File: src/rtl/core/lfs_isqrt.sv
`timescale 1ns / 1ps
// ----------------------------------------------------------------------------
// lfs_isqrt
// pipelined integer square root, one result bit per stage
// ----------------------------------------------------------------------------
module lfs_isqrt #(
    parameter int IN_W   = 62,
    parameter int SIDE_W = 8
) (
    input  logic                i_clk,
    input  logic                i_rst_n,
    input  logic                i_en,
    input  logic                i_vld,
    input  logic [IN_W-1:0]     i_rad,
    input  logic [SIDE_W-1:0]   i_side,
    output logic                o_vld,
    output logic [IN_W/2-1:0]   o_root,
    output logic [SIDE_W-1:0]   o_side
);
    localparam int N  = IN_W / 2;
    localparam int RW = IN_W + 1;

    logic [RW-1:0]     r_rem  [N];
    logic [RW-1:0]     r_res  [N];
    logic              r_vld  [N];
    logic [SIDE_W-1:0] r_side [N];

    for (genvar j = 0; j < N; j++) begin : g_stage
        localparam logic [RW-1:0] BIT = RW'(1) << (2 * (N - 1 - j));
        logic [RW-1:0]     w_rem_in;
        logic [RW-1:0]     w_res_in;
        logic [RW-1:0]     w_trial;
        logic              w_vld_in;
        logic [SIDE_W-1:0] w_side_in;

        if (j == 0) begin : g_first
            assign w_rem_in  = RW'(i_rad);
            assign w_res_in  = '0;
            assign w_vld_in  = i_vld;
            assign w_side_in = i_side;
        end else begin : g_next
            assign w_rem_in  = r_rem[j-1];
            assign w_res_in  = r_res[j-1];
            assign w_vld_in  = r_vld[j-1];
            assign w_side_in = r_side[j-1];
        end

        assign w_trial = w_res_in + BIT;

        always_ff @(posedge i_clk) begin
            if (!i_rst_n) begin
                r_vld[j] <= 1'b0;
            end else if (i_en) begin
                r_vld[j] <= w_vld_in;
            end
        end

        always_ff @(posedge i_clk) begin
            if (i_en) begin
                if (w_rem_in >= w_trial) begin
                    r_rem[j] <= w_rem_in - w_trial;
                    r_res[j] <= (w_res_in >> 1) + BIT;
                end else begin
                    r_rem[j] <= w_rem_in;
                    r_res[j] <= w_res_in >> 1;
                end
                r_side[j] <= w_side_in;
            end
        end
    end

    assign o_vld  = r_vld[N-1];
    assign o_root = r_res[N-1][N-1:0];
    assign o_side = r_side[N-1];

endmodule

File: config.mk
export PLATFORM = sky130hd
export DESIGN_NAME = lfs_isqrt
export DESIGN_NICKNAME = d
export VERILOG_FILES = /design/src/rtl/core/lfs_isqrt.sv
export SDC_FILE = /design/constraint.sdc
export NUM_CORES = 2
export LEC_CHECK = 0
export BUFFER_PORTS_ARGS = -buffer_cell sky130_fd_sc_hd__buf_2
export CORE_MARGIN = 2
export CORE_UTILIZATION = 30
export CTS_CLUSTER_DIAMETER = 100
export CTS_CLUSTER_SIZE = 8
export DETAILED_ROUTE_END_ITERATION = 7
export PLACE_DENSITY = 0.49
export SKIP_LAST_GASP = 1
export SYNTH_ARGS = -nofsm -noshare
export SYNTH_HDL_FRONTEND = slang
export SYNTH_MEMORY_MAX_BITS = 65536
export SYNTH_SLANG_ARGS = --single-unit
File: constraint.sdc
create_clock -name i_clk -period 5 [get_ports i_clk]
set_input_delay 0.5 -clock i_clk [delete_from_list [all_inputs] [get_ports i_clk]]
set_output_delay 0.5 -clock i_clk [all_outputs]
set_load 0.03 [all_outputs]
Yosys cells after proc, flatten, opt, wreduce, memory -nomap -nowiden
Memories as Yosys holds them, arrays and structs flattened.
Cells that the tools add are included.
W data, S select, Z words.
- output and inout port bits: 40
- register bits after elaboration: 0
- word-level logic and storage cells: 503
- RAM bits: 4185
- memories: 4
- memories (memory ; words ; bits a word ; read ports ; clocked after Yosys merged registers in ; wr ports ; RTL line ; source):
    r_rem ; 31 ; 63 ; 30 ; 0 ; 31 ; 23 ; logic [RW-1:0] r_rem [N];
    r_res ; 31 ; 63 ; 31 ; 0 ; 31 ; 24 ; logic [RW-1:0] r_res [N];
    r_side ; 31 ; 8 ; 31 ; 0 ; 31 ; 26 ; logic [SIDE_W-1:0] r_side [N];
    r_vld ; 31 ; 1 ; 31 ; 0 ; 31 ; 25 ; logic r_vld [N];
- muxes and demuxes: 284
- $add $sub $neg: 91
- bitwise gates (word level): 93
- $lt $le $gt $ge: 31
- operator list (operator ; count):
    $mux W63 ; 62
    $ge A63 B63 Y1 ; 30
    $sub A63 B63 Y63 ; 30
    $mux W1 ; 222
    $or A1 B1 Y1 ; 93
    $add A62 B1 Y63 const B ; 1
    $add A62 B11 Y63 const B ; 1
    $add A62 B13 Y63 const B ; 1
    $add A62 B15 Y63 const B ; 1
    $add A62 B17 Y63 const B ; 1
    $add A62 B19 Y63 const B ; 1
    $add A62 B21 Y63 const B ; 1
    $add A62 B23 Y63 const B ; 1
    $add A62 B25 Y63 const B ; 1
    $add A62 B27 Y63 const B ; 1
    $add A62 B29 Y63 const B ; 1
    $add A62 B3 Y63 const B ; 1
    $add A62 B31 Y63 const B ; 1
    $add A62 B33 Y63 const B ; 1
    $add A62 B35 Y63 const B ; 1
    $add A62 B37 Y63 const B ; 1
    $add A62 B39 Y63 const B ; 1
    $add A62 B41 Y63 const B ; 1
    $add A62 B43 Y63 const B ; 1
    43 further kinds ; 43

Logic depth before layout (Yosys ltp)
An unclocked memory read counts as a cell.
- depth in word-level cells: 7
- depth in mapped cells: 14
- mapped depth without buffers: 11

Least setup slack after synthesis
OpenSTA, ideal clock, no wires.
- kind: input port to flip-flop
- start: input port i_en
- end: memory r_rem[1][378] (netlist name) (enable)
- setup slack: 610 ps
- stages: 5
- required time: 4525 ps
- arrival time: 3915 ps
- path buffers: 5
- library setup time: 475 ps
- path through: clkbuf_1 > clkbuf_1 > clkbuf_1 > clkbuf_1 > clkbuf_1
- RTL lines (what ; RTL line ; source):
    start: declaration ; 12 ; input logic i_en,
    end: declaration ; 23 ;

==> impl_metrics.env <==
export IMPL_status="completed"
export IMPL_cts_sinks=2665
export IMPL_vias=80960
export IMPL_yosys_warnings=0
export IMPL_final_util=0.3453
export IMPL_fmax_mhz=232.8
export IMPL_final_hold_violation_count=0
export IMPL_io_buffers=113
export IMPL_synth_top_family_by_area="simple AND/OR/NAND/NOR gates"
export IMPL_ys_seq_area_frac=0.6364
export IMPL_fin_ws_ns=0.7038
export IMPL_antenna_found_initial=17
export IMPL_synthTopCellsByArea="edfxtp_1, ha_1, xnor2_1"
export IMPL_syn_area_um2=125700
export IMPL_wirelength_um=353700
export IMPL_cts_tree="built"
export IMPL_drtPass1Iterations=6
export IMPL_leakage_nw=51.92
export IMPL_fin_nets=11002
export IMPL_synth_top_cell_area_share=0.6362
export IMPL_setup_viol=0
export IMPL_ant_nets=0
export IMPL_ios=114
export IMPL_ir_drop_v=0.0002777
export IMPL_synth_xor_area_frac=0.05928
export IMPL_seq_area_um2=80020
export IMPL_synthSimpleGateAreaFrac=0.1307
export IMPL_cp_max_fo=7
export IMPL_hpwl_um=268100
export IMPL_grt_usage=0.1623
export IMPL_p_sw_mw=19.43
export IMPL_cts_setup_buffers=0
export IMPL_die_h_um=651.4
export IMPL_std_cell_rows=237
export IMPL_combinationalPowerShare=0.193
export IMPL_worstSkewPairLatency_ns=0.97
export IMPL_yosys_cell_types_count=90
export IMPL_maxSlewHeadroom=0.2235
export IMPL_tightestPinTransition_ns=1.165
export IMPL_critPathKind="flip-flop to flip-flop"
export IMPL_p_per_area_nw_per_um2=454.4
export IMPL_fill_cells=40409
export IMPL_initial_core_util=0.3016
export IMPL_cts_root_buf="clkbuf_16"
export IMPL_holdBufCountCts=73
export IMPL_h_tree_depth=5
export IMPL_dieArea_um2=424300
export IMPL_fin_crit_sh=0.8592
export IMPL_place_ws_ns=0.8199
export IMPL_syn_num_nets=10568
export IMPL_dominantRegCellSynth="edfxtp_1"
export IMPL_power_frac_seq=0.464
export IMPL_grt_pass1_wl_um=526100
export IMPL_multi_input_area_um2=42480
export IMPL_setup_tns_ns=0
export IMPL_avgSynthCellArea_um2=12.61
export IMPL_p_int_mw=45.99
export IMPL_skew_ns=0.09268
export IMPL_power_frac_clock=0.343
export IMPL_ctsResizeCount=0
export IMPL_slew_viol_final=0
export IMPL_syn_inst=9969
export IMPL_cts_buffer_depth=4
export IMPL_synth_fa_ha_area_frac=0.05224
export IMPL_grt_overflow=0
export IMPL_cts_made_buffers=371
export IMPL_avgViaCountPerCell=5.079
export IMPL_synthArstFlopShare=0
export IMPL_clk_pin_slew_worst_paths_ns=0.05
export IMPL_grt_pass1_vias=79989
export IMPL_drive_above_1_share=0.07458
export IMPL_cap_viol_max_count=0
export IMPL_synth_largest_area_cell="edfxtp_1"
export IMPL_synth_edff_count=2664
export IMPL_ys_ff_latch=2665
export IMPL_post_drt_wl_per_cell_um=22.19
export IMPL_fin_crit_ns=4.296
export IMPL_swShare=0.2970
export IMPL_rsz0062_at_grt="false"
export IMPL_synth_most_common_cell="edfxtp_1"
export IMPL_post_dp_cell_area_um2=133300
export IMPL_synthTopCellsByCount="edfxtp_1, nand2_1, inv_1, o21ai_0, nor2_1"
export IMPL_fin_area_um2=144000
export IMPL_core_area_um2=416900
export IMPL_fp_dieW_um=651.4
export IMPL_grt_max_degree=163
export IMPL_end_kind="flip-flop"
export IMPL_cp_required_ns=5.64
export IMPL_synth_compound_area_frac=0.08889
export IMPL_place_congestion=0.9064
export IMPL_syn2layout_area_growth_pct=14.49
export IMPL_drcViolationCount=0
export IMPL_drt_iter0_markers=7516
export IMPL_startpoint_type="flip-flop"
export IMPL_synth_area_mux_share=0.006060
export IMPL_arrival_ns=4.94
export IMPL_hold_class="input port to flip-flop"
[per-stage QoR]
stage	hold slack (ns)	cells	total power, mW
after floorplan	0.4003	9969	38.44
after global placement	0.4004	15454	43.13
after detailed placement	0.4045	15454	43.15
after CTS	0.1063	15929	66.09
after global routing	0.1177	15934	68.54
final	0.1782	15941	65.41
[sequential cells by signal, summed over array words and instances, names as in the netlist]
register and flops:
r_vld 31, r_rem 1890, r_side 248, r_res 496
[routing by layer]
metal	global-route usage	wire, um
met3	0.02310	17670
met2	0.2634	163100
met5	0	37
met1	0.2243	161400
met4	0.04998	11500
[cells in the final DEF, fill, tap and decap left out, types with 44 or more instances in the layout]
cell type,count
edfxtp_1,2664
inv_1,649
a31oi_1,46
nand2b_1,120
a211oi_1,59
nor4_1,384
nor2b_1,68
o21bai_1,52
a21oi_1,482
ha_1,525
nor4b_1,53
xor2_1,412
nand4_1,173
nand2_1,818
a21o_1,194
mux2_2,57
dlygate4sd3_1,73
nor2_1,554
o211ai_1,44
buf_2,112
and3_1,81
nor3_1,276
o21ai_0,586
or2_2,53
or4_1,68
xnor2_1,439
nand3_1,191
o21a_1,83
or3_1,111
buf_4,95
clkbuf_16,376
[worst paths after layout]
check | from | to | slack (ns) | depth (start not counted)
max | r_res[1][700] | r_rem[1][807] | 0.70 | 12
min | i_en | r_side[1][98] | 0.18 | 2
max reg2reg | r_res[1][700] | r_rem[1][807] | 0.70 | 12
min reg2reg | r_side[0][24] | r_side[0][32] | 0.37 | 0
[logic make-up after synthesis]
logic type | Yosys count
compound gates | 1816
xor+xnor | 851
fa+ha+maj | 525
buf+inv | 879
flops | 2665
mux | 69
simple gates | 3164
[power groups by stage]
stage / clock network (mW) / registers, mW / logic (mW)
2_1_floorplan: 0 / 29.6 / 8.88
3_3_place_gp: 0 / 30.7 / 12.4
3_5_place_dp: 0 / 30.7 / 12.4
4_1_cts: 23.2 / 30.3 / 12.6
5_1_grt: 24.0 / 30.6 / 14.0
6_report: 22.4 / 30.3 / 12.7
[worst max-delay path: stages (launching register included)]
cell and delay, ns:
edfxtp_1 0.42, inv_1 0.07, ha_1 0.42, o211ai_1 0.19
a21oi_1 0.35, o2111ai_1 0.30, a2111oi_0 0.50, buf_4 0.22
o211ai_1 0.14, and3_1 0.36, nor3b_1 0.66, nand4_1 0.22
xnor2_1 0.17
[layout make-up]
| class | instances | share of cell area |
|---|---|---|
| diodes | 12 | 0.0002086 |
| clock inverters | 25 | 0.003286 |
| repair buffers | 291 | 0.01545 |
| clock buffers | 377 | 0.06539 |
| flip-flops and latches | 2665 | 0.5559 |
| well taps | 5497 | 0.04778 |
| multi-input cells | 6425 | 0.2951 |
| inverters | 649 | 0.01692 |
Note: power is estimated with default switching activity, not from simulation.
