**config.mk**
```make
export PLATFORM = sky130hd
export DESIGN_NAME = lfs_div
export DESIGN_NICKNAME = d
export VERILOG_FILES = /design/src/rtl/core/lfs_div.sv
export SDC_FILE = /design/constraint.sdc
export NUM_CORES = 2
export LEC_CHECK = 0
export ABC_AREA = 1
export BUFFER_PORTS_ARGS = -buffer_cell sky130_fd_sc_hd__buf_2
export CAP_MARGIN = 5
export CORE_ASPECT_RATIO = 0.5
export CORE_UTILIZATION = 63
export DETAILED_ROUTE_END_ITERATION = 16
export GPL_ROUTABILITY_DRIVEN = 0
export PLACE_DENSITY = 0.75
export SLEW_MARGIN = 20
export SYNTH_ARGS = -nofsm -noshare
export SYNTH_HDL_FRONTEND = slang
export SYNTH_SLANG_ARGS = --single-unit
```
**constraint.sdc**
```tcl
create_clock -name i_clk -period 4.9 [get_ports i_clk]
set_input_delay 0.98 -clock i_clk [delete_from_list [all_inputs] [get_ports i_clk]]
set_output_delay 0.98 -clock i_clk [all_outputs]
set_load 0.02 [all_outputs]
```
**src/rtl/core/lfs_div.sv**
```systemverilog
`timescale 1ns / 1ps
// ----------------------------------------------------------------------------
// lfs_div
// pipelined restoring divider, one quotient bit per stage
// ----------------------------------------------------------------------------
module lfs_div #(
    parameter int NUM_W  = 47,
    parameter int DEN_W  = 31,
    parameter int Q_W    = 18,
    parameter int SIDE_W = 8
) (
    input  logic               i_clk,
    input  logic               i_rst_n,
    input  logic               i_en,
    input  logic               i_vld,
    input  logic [NUM_W-1:0]   i_num,
    input  logic [DEN_W-1:0]   i_den,
    input  logic [SIDE_W-1:0]  i_side,
    output logic               o_vld,
    output logic [Q_W-1:0]     o_quo,
    output logic [SIDE_W-1:0]  o_side
);
    localparam int RW = (NUM_W > DEN_W + Q_W) ? NUM_W : DEN_W + Q_W;

    logic [RW-1:0]     r_rem  [Q_W];
    logic [DEN_W-1:0]  r_den  [Q_W];
    logic [Q_W-1:0]    r_quo  [Q_W];
    logic              r_vld  [Q_W];
    logic [SIDE_W-1:0] r_side [Q_W];

    for (genvar j = 0; j < Q_W; j++) begin : g_stage
        localparam int K = Q_W - 1 - j;
        logic [RW-1:0]     w_rem_in;
        logic [DEN_W-1:0]  w_den_in;
        logic [Q_W-1:0]    w_quo_in;
        logic              w_vld_in;
        logic [SIDE_W-1:0] w_side_in;
        logic [RW-1:0]     w_sub;

        if (j == 0) begin : g_first
            assign w_rem_in  = RW'(i_num);
            assign w_den_in  = i_den;
            assign w_quo_in  = '0;
            assign w_vld_in  = i_vld;
            assign w_side_in = i_side;
        end else begin : g_next
            assign w_rem_in  = r_rem[j-1];
            assign w_den_in  = r_den[j-1];
            assign w_quo_in  = r_quo[j-1];
            assign w_vld_in  = r_vld[j-1];
            assign w_side_in = r_side[j-1];
        end

        assign w_sub = RW'(w_den_in) << K;

        always_ff @(posedge i_clk) begin
            if (!i_rst_n) begin
                r_vld[j] <= 1'b0;
            end else if (i_en) begin
                r_vld[j] <= w_vld_in;
            end
        end

        always_ff @(posedge i_clk) begin
            if (i_en) begin
                if (w_rem_in >= w_sub) begin
                    r_rem[j] <= w_rem_in - w_sub;
                    r_quo[j] <= w_quo_in | (Q_W'(1) << K);
                end else begin
                    r_rem[j] <= w_rem_in;
                    r_quo[j] <= w_quo_in;
                end
                r_den[j]  <= w_den_in;
                r_side[j] <= w_side_in;
            end
        end
    end

    assign o_vld  = r_vld[Q_W-1];
    assign o_quo  = r_quo[Q_W-1];
    assign o_side = r_side[Q_W-1];

endmodule

```
Yosys cells after proc, flatten, opt, wreduce, memory -nomap -nowiden
Memories as Yosys holds them, arrays and structs flattened.
Cells that the tools add are included.
Word-level totals
  bits in registers: 0
  RAM bits: 1926
  input bits: 90
  output and inout bits: 27
  logic and storage cells: 262
  memories: 5
Cells by class
  add/sub/neg operators: 18
  order comparisons: 18
  muxes and demuxes: 167
  bitwise operators: 54
Memory list
  r_rem: depth 18, bits a word 49, read ports 17, clocked after Yosys merged registers in 0, write ports 18, RTL line 25  | logic [RW-1:0] r_rem [Q_W];
  r_den: depth 18, bits a word 31, read ports 17, clocked after Yosys merged registers in 0, write ports 18, RTL line 26  | logic [DEN_W-1:0] r_den [Q_W];
  r_quo: depth 18, bits a word 18, read ports 18, clocked after Yosys merged registers in 0, write ports 18, RTL line 27  | logic [Q_W-1:0] r_quo [Q_W];
  r_side: depth 18, bits a word 8, read ports 18, clocked after Yosys merged registers in 0, write ports 18, RTL line 29  | logic [SIDE_W-1:0] r_side [Q_W];
  r_vld: depth 18, bits a word 1, read ports 18, clocked after Yosys merged registers in 0, write ports 18, RTL line 28  | logic r_vld [Q_W];
Operators with widths (number)
  2-to-1 mux 49 bit: 18
  2-to-1 mux 18 bit: 18
  2-to-1 mux 1 bit: 131
  OR 1 bit: 54
  greater-or-equal comparator 49 x 31 -> 1 bit: 1
  greater-or-equal comparator 49 x 32 -> 1 bit: 1
  greater-or-equal comparator 49 x 33 -> 1 bit: 1
  greater-or-equal comparator 49 x 34 -> 1 bit: 1
  greater-or-equal comparator 49 x 35 -> 1 bit: 1
  greater-or-equal comparator 49 x 36 -> 1 bit: 1
  greater-or-equal comparator 49 x 37 -> 1 bit: 1
  greater-or-equal comparator 49 x 38 -> 1 bit: 1
  greater-or-equal comparator 49 x 39 -> 1 bit: 1
  greater-or-equal comparator 49 x 40 -> 1 bit: 1
  greater-or-equal comparator 49 x 41 -> 1 bit: 1
  greater-or-equal comparator 49 x 42 -> 1 bit: 1
  greater-or-equal comparator 49 x 43 -> 1 bit: 1
  greater-or-equal comparator 49 x 44 -> 1 bit: 1
  greater-or-equal comparator 49 x 45 -> 1 bit: 1
  greater-or-equal comparator 49 x 46 -> 1 bit: 1
  greater-or-equal comparator 49 x 47 -> 1 bit: 1
  subtractor 47 x 48 -> 49 bit: 1
  subtractor 49 x 31 -> 49 bit: 1
  subtractor 49 x 32 -> 49 bit: 1
  16 further kinds: 16

Longest topological paths before layout
An unclocked memory read counts as a cell.
  depth in word-level cells: 6
  gate-level depth with buffers: 18
  depth with buffers taken out: 18

Worst setup path before layout
Ideal clock, no wire load.
  path type: input port to flip-flop
  start: input port i_en
  end: memory r_quo[16][10], enable pin
  library setup time: 0.447 ns
  arrival: 3.137 ns
  required time: 4.453 ns
  setup slack: 1.316 ns
  stages: 3
  path buffers: 3
  cells stage by stage: buf_4 -> buf_2 -> clkbuf_1
RTL lines
  start: declaration: RTL line 14  | input logic i_en,
  end: declaration: RTL line 27

==> run_results.csv <==
group,metric,value,unit
job,drv_cap,0,
sta,fin_ws,1.39,ns
setup_path,cp.required,5.50,ns
synth,synth_top_area_share,46.2,%
floorplan,core,172000,um2
detailed_routing,met1_length,115000,um
synth,syn_nets,14900,
floorplan,die_w,593,um
synth,synth.distinct_cells,55,
setup_path,arrival,4.11,ns
synth,ys_top_cells_by_count,"nand2_1 (4935), inv_1 (2624), edfxtp_1 (1692)",
detailed_routing,dr.pass1.iters,9,
sta,drv_slew,0,
sta,min_period,3.51,ns
sta,hold_viol,0,
sta,relSlewSlack,24.5,%
cts,cts.sink_count,1693,
grt,antenna_found_initial,4,
floorplan,initial_core_util,64.0,%
grt,grt_pass1_vias,91300,
grt,overflow,0,
cts,clk_pin_slew_worst_paths,0.07,ns
sta,period_share,71.7,%
power,p_leak,57.1,nW
detailed_routing,top_layer,"met5",
detailed_routing,wl_met2,149000,um
placed_design,hpwl,254000,um
grt,grt_usage,36.2,%
setup_path,setup.worst_path.end_class,"flip-flop",
detailed_routing,first_iter_violations,9660,
final_layout,nNetsFinal,15000,
hold_path,hold_path_depth,1,
synth,synth_edf_count,1692,
sta,fin_setup_tns,0,ns
power,ir_drop,0.000342,V
synth,syn_inst,14200,
setup_path,ff2ff_path_depth,10,
synth,synth_most_common_cell,"nand2_1",
synth,synth_area_leaders,"edfxtp_1 (46%), nand2_1 (17%), inv_1 (9.0%)",
detailed_routing,wl_met3,26600,um
cts,postCtsHoldBufs,0,
synth,synthesis.area,110000,um2
synth,synthArstFlopShare,0,%
hold_path,hold_path_class,"primary input to flip-flop",
floorplan,fp.dieArea,176000,um2
setup_path,start_kind,"flip-flop",
grt,grt_max_degree,181,
setup_path,critPathKind,"flip-flop to flip-flop",
cts,cts_post_setup_buffers_inserted,0,
synth,postSynthAreaPerCell,7.74,um2
grt,grt_first_pass_wirelength,494000,um
floorplan,num_rows,107,
setup_path,worstPathMaxFanout,44,
floorplan,num_io_pins,117,
sta,skew,0.0725,ns
detailed_routing,wirelength,321000,um
synth,synth_seq_cells,1693,
cts,cts_resized,0,
cts,clock_path_buffers,4,
final_layout,nFillCells,14100,
final_layout,syn_to_final_growth,7.34,%
synth,yosysWarnings,0,
cts,cts_tree,"yes",
floorplan,fp.dieH,297,um
cts,htree_num_levels,4,
final_layout,drive_above_1_share,4.45,%
sta,worstMarginPinSlew,1.13,ns
detailed_routing,wl_per_cell,19.1,um
detailed_routing,drcViolationCount,0,
placed_design,io_buffers,116,
cts,numCtsBuffers,163,
detailed_routing,via_count,95000,
sta,rsz0062_at_grt,"false",
placed_design,pre_cts_ws,1.29,ns
sta,setup-violations-final,0,
outcome,outcome,"finished, final reports clean",
synth,ys_seq_area_share,46.2,%
cts,clk_latency,0.87,ns
cts,cts_root_buffer,"clkbuf_16",
synth,yosysTopAreaCell,"edfxtp_1",
detailed_routing,drtAntennaViolNets,0,
detailed_routing,avgViaCountPerCell,5.66,
sta,clock.fmax,285,MHz
power,power.density,546,nW/um2
synth,synth_flop_cell,"edfxtp_1",
==> worst paths after layout <==
kind	start	end	slack, ns
setup reg to reg	r_rem[11][28]	r_rem[12][39]	1.39
hold / removal	i_den[15]	r_den[0][15]	0.30
hold reg to reg	r_quo[8][9]	r_quo[9][9]	0.41
setup / recovery	r_rem[11][28]	r_rem[12][39]	1.39
==> state kept, by name (all words and copies together) (netlist names) <==
signal  flops
r_den     527
r_quo     171
r_rem     833
r_side    144
r_vld      18
==> through the flow <==
| stage | hold WS [ns] | util, % | cell area, um2 | power, mW | std cells |
|---|---|---|---|---|---|
| 4_1_cts | 0.267 | 68.7 | 118000 | 63.4 | 16800 |
| 3_3_place_gp | 0.400 | 65.6 | 113000 | 49.9 | 16500 |
| 6_report | 0.296 | 68.7 | 118000 | 64.4 | 16800 |
| 2_1_floorplan | 0.400 | - | 110000 | 41.9 | 14200 |
| 3_5_place_dp | 0.405 | 65.6 | 113000 | 50.4 | 16500 |
| 5_1_grt | 0.280 | 68.7 | 118000 | 68.3 | 16800 |
==> cell type report <==
cell class              count  area, um2  area share (%)
clock buffers             191       4210            3.56
clock inverters            91       1100           0.929
flip-flops and latches   1693      50800            43.1
multi-input cells        9722      48100            40.7
repair buffers            150        951           0.806
inverters                2654       9970            8.45
diodes                      1       2.50         0.00212
well taps                2289       2860            2.43
==> placed cells by master (no fill, tap or decap), types with 36 or more instances in the layout <==
| cell | n |
|---|---|
| nand3_1 | 854 |
| nand3b_1 | 104 |
| buf_2 | 115 |
| inv_1 | 2624 |
| nor3_1 | 153 |
| nor2_1 | 1308 |
| o21bai_1 | 52 |
| xnor2_1 | 125 |
| o21ai_0 | 289 |
| nand4_1 | 154 |
| xor2_1 | 207 |
| nor2_2 | 68 |
| nand2_2 | 36 |
| ha_1 | 557 |
| a21oi_2 | 46 |
| edfxtp_1 | 1692 |
| nand2_1 | 4935 |
| clkbuf_16 | 164 |
| a21oi_1 | 573 |
| nor4_1 | 41 |
==> report_power, final <==
part	total (mW)	switching, mW	internal [mW]
clock network	13.0	5.64	7.38
registers	22.5	2.49	20.0
logic	28.8	19.5	9.30
total	64.4	27.7	36.7
==> logic make-up (layout without fill, tap and decap cells) <==
kind of cell	count (synthesis)	in the layout	synth area share, %
simple gates	7764	7764	29.2
buf+inv	2791	3086	10.0
flops	1693	1693	46.2
compound gates	1052	1052	5.23
fa+ha+maj	574	574	6.65
xor+xnor	332	332	2.65
other cells	0	1	0
==> worst max-delay path, stage by stage, from the launching register on <==
cell and delay [ns]:
edfxtp_1 0.43, ha_1 0.49, nand2_1 0.15, nor2_1 0.36
inv_1 0.08, nor2_1 0.61, nand3_4 0.48, nand2_8 0.44
nand2_1 0.09, nand2_1 0.07, nand2_1 0.06
==> layer usage <==
layer  vias to the layer above  GRT usage [%]
met5                         -              0
met3                      1570           6.31
met1                     42800           40.7
met4                         2           28.9
li1                      45600              -
met2                      4975           61.1
(Power assumes the default switching activity.)
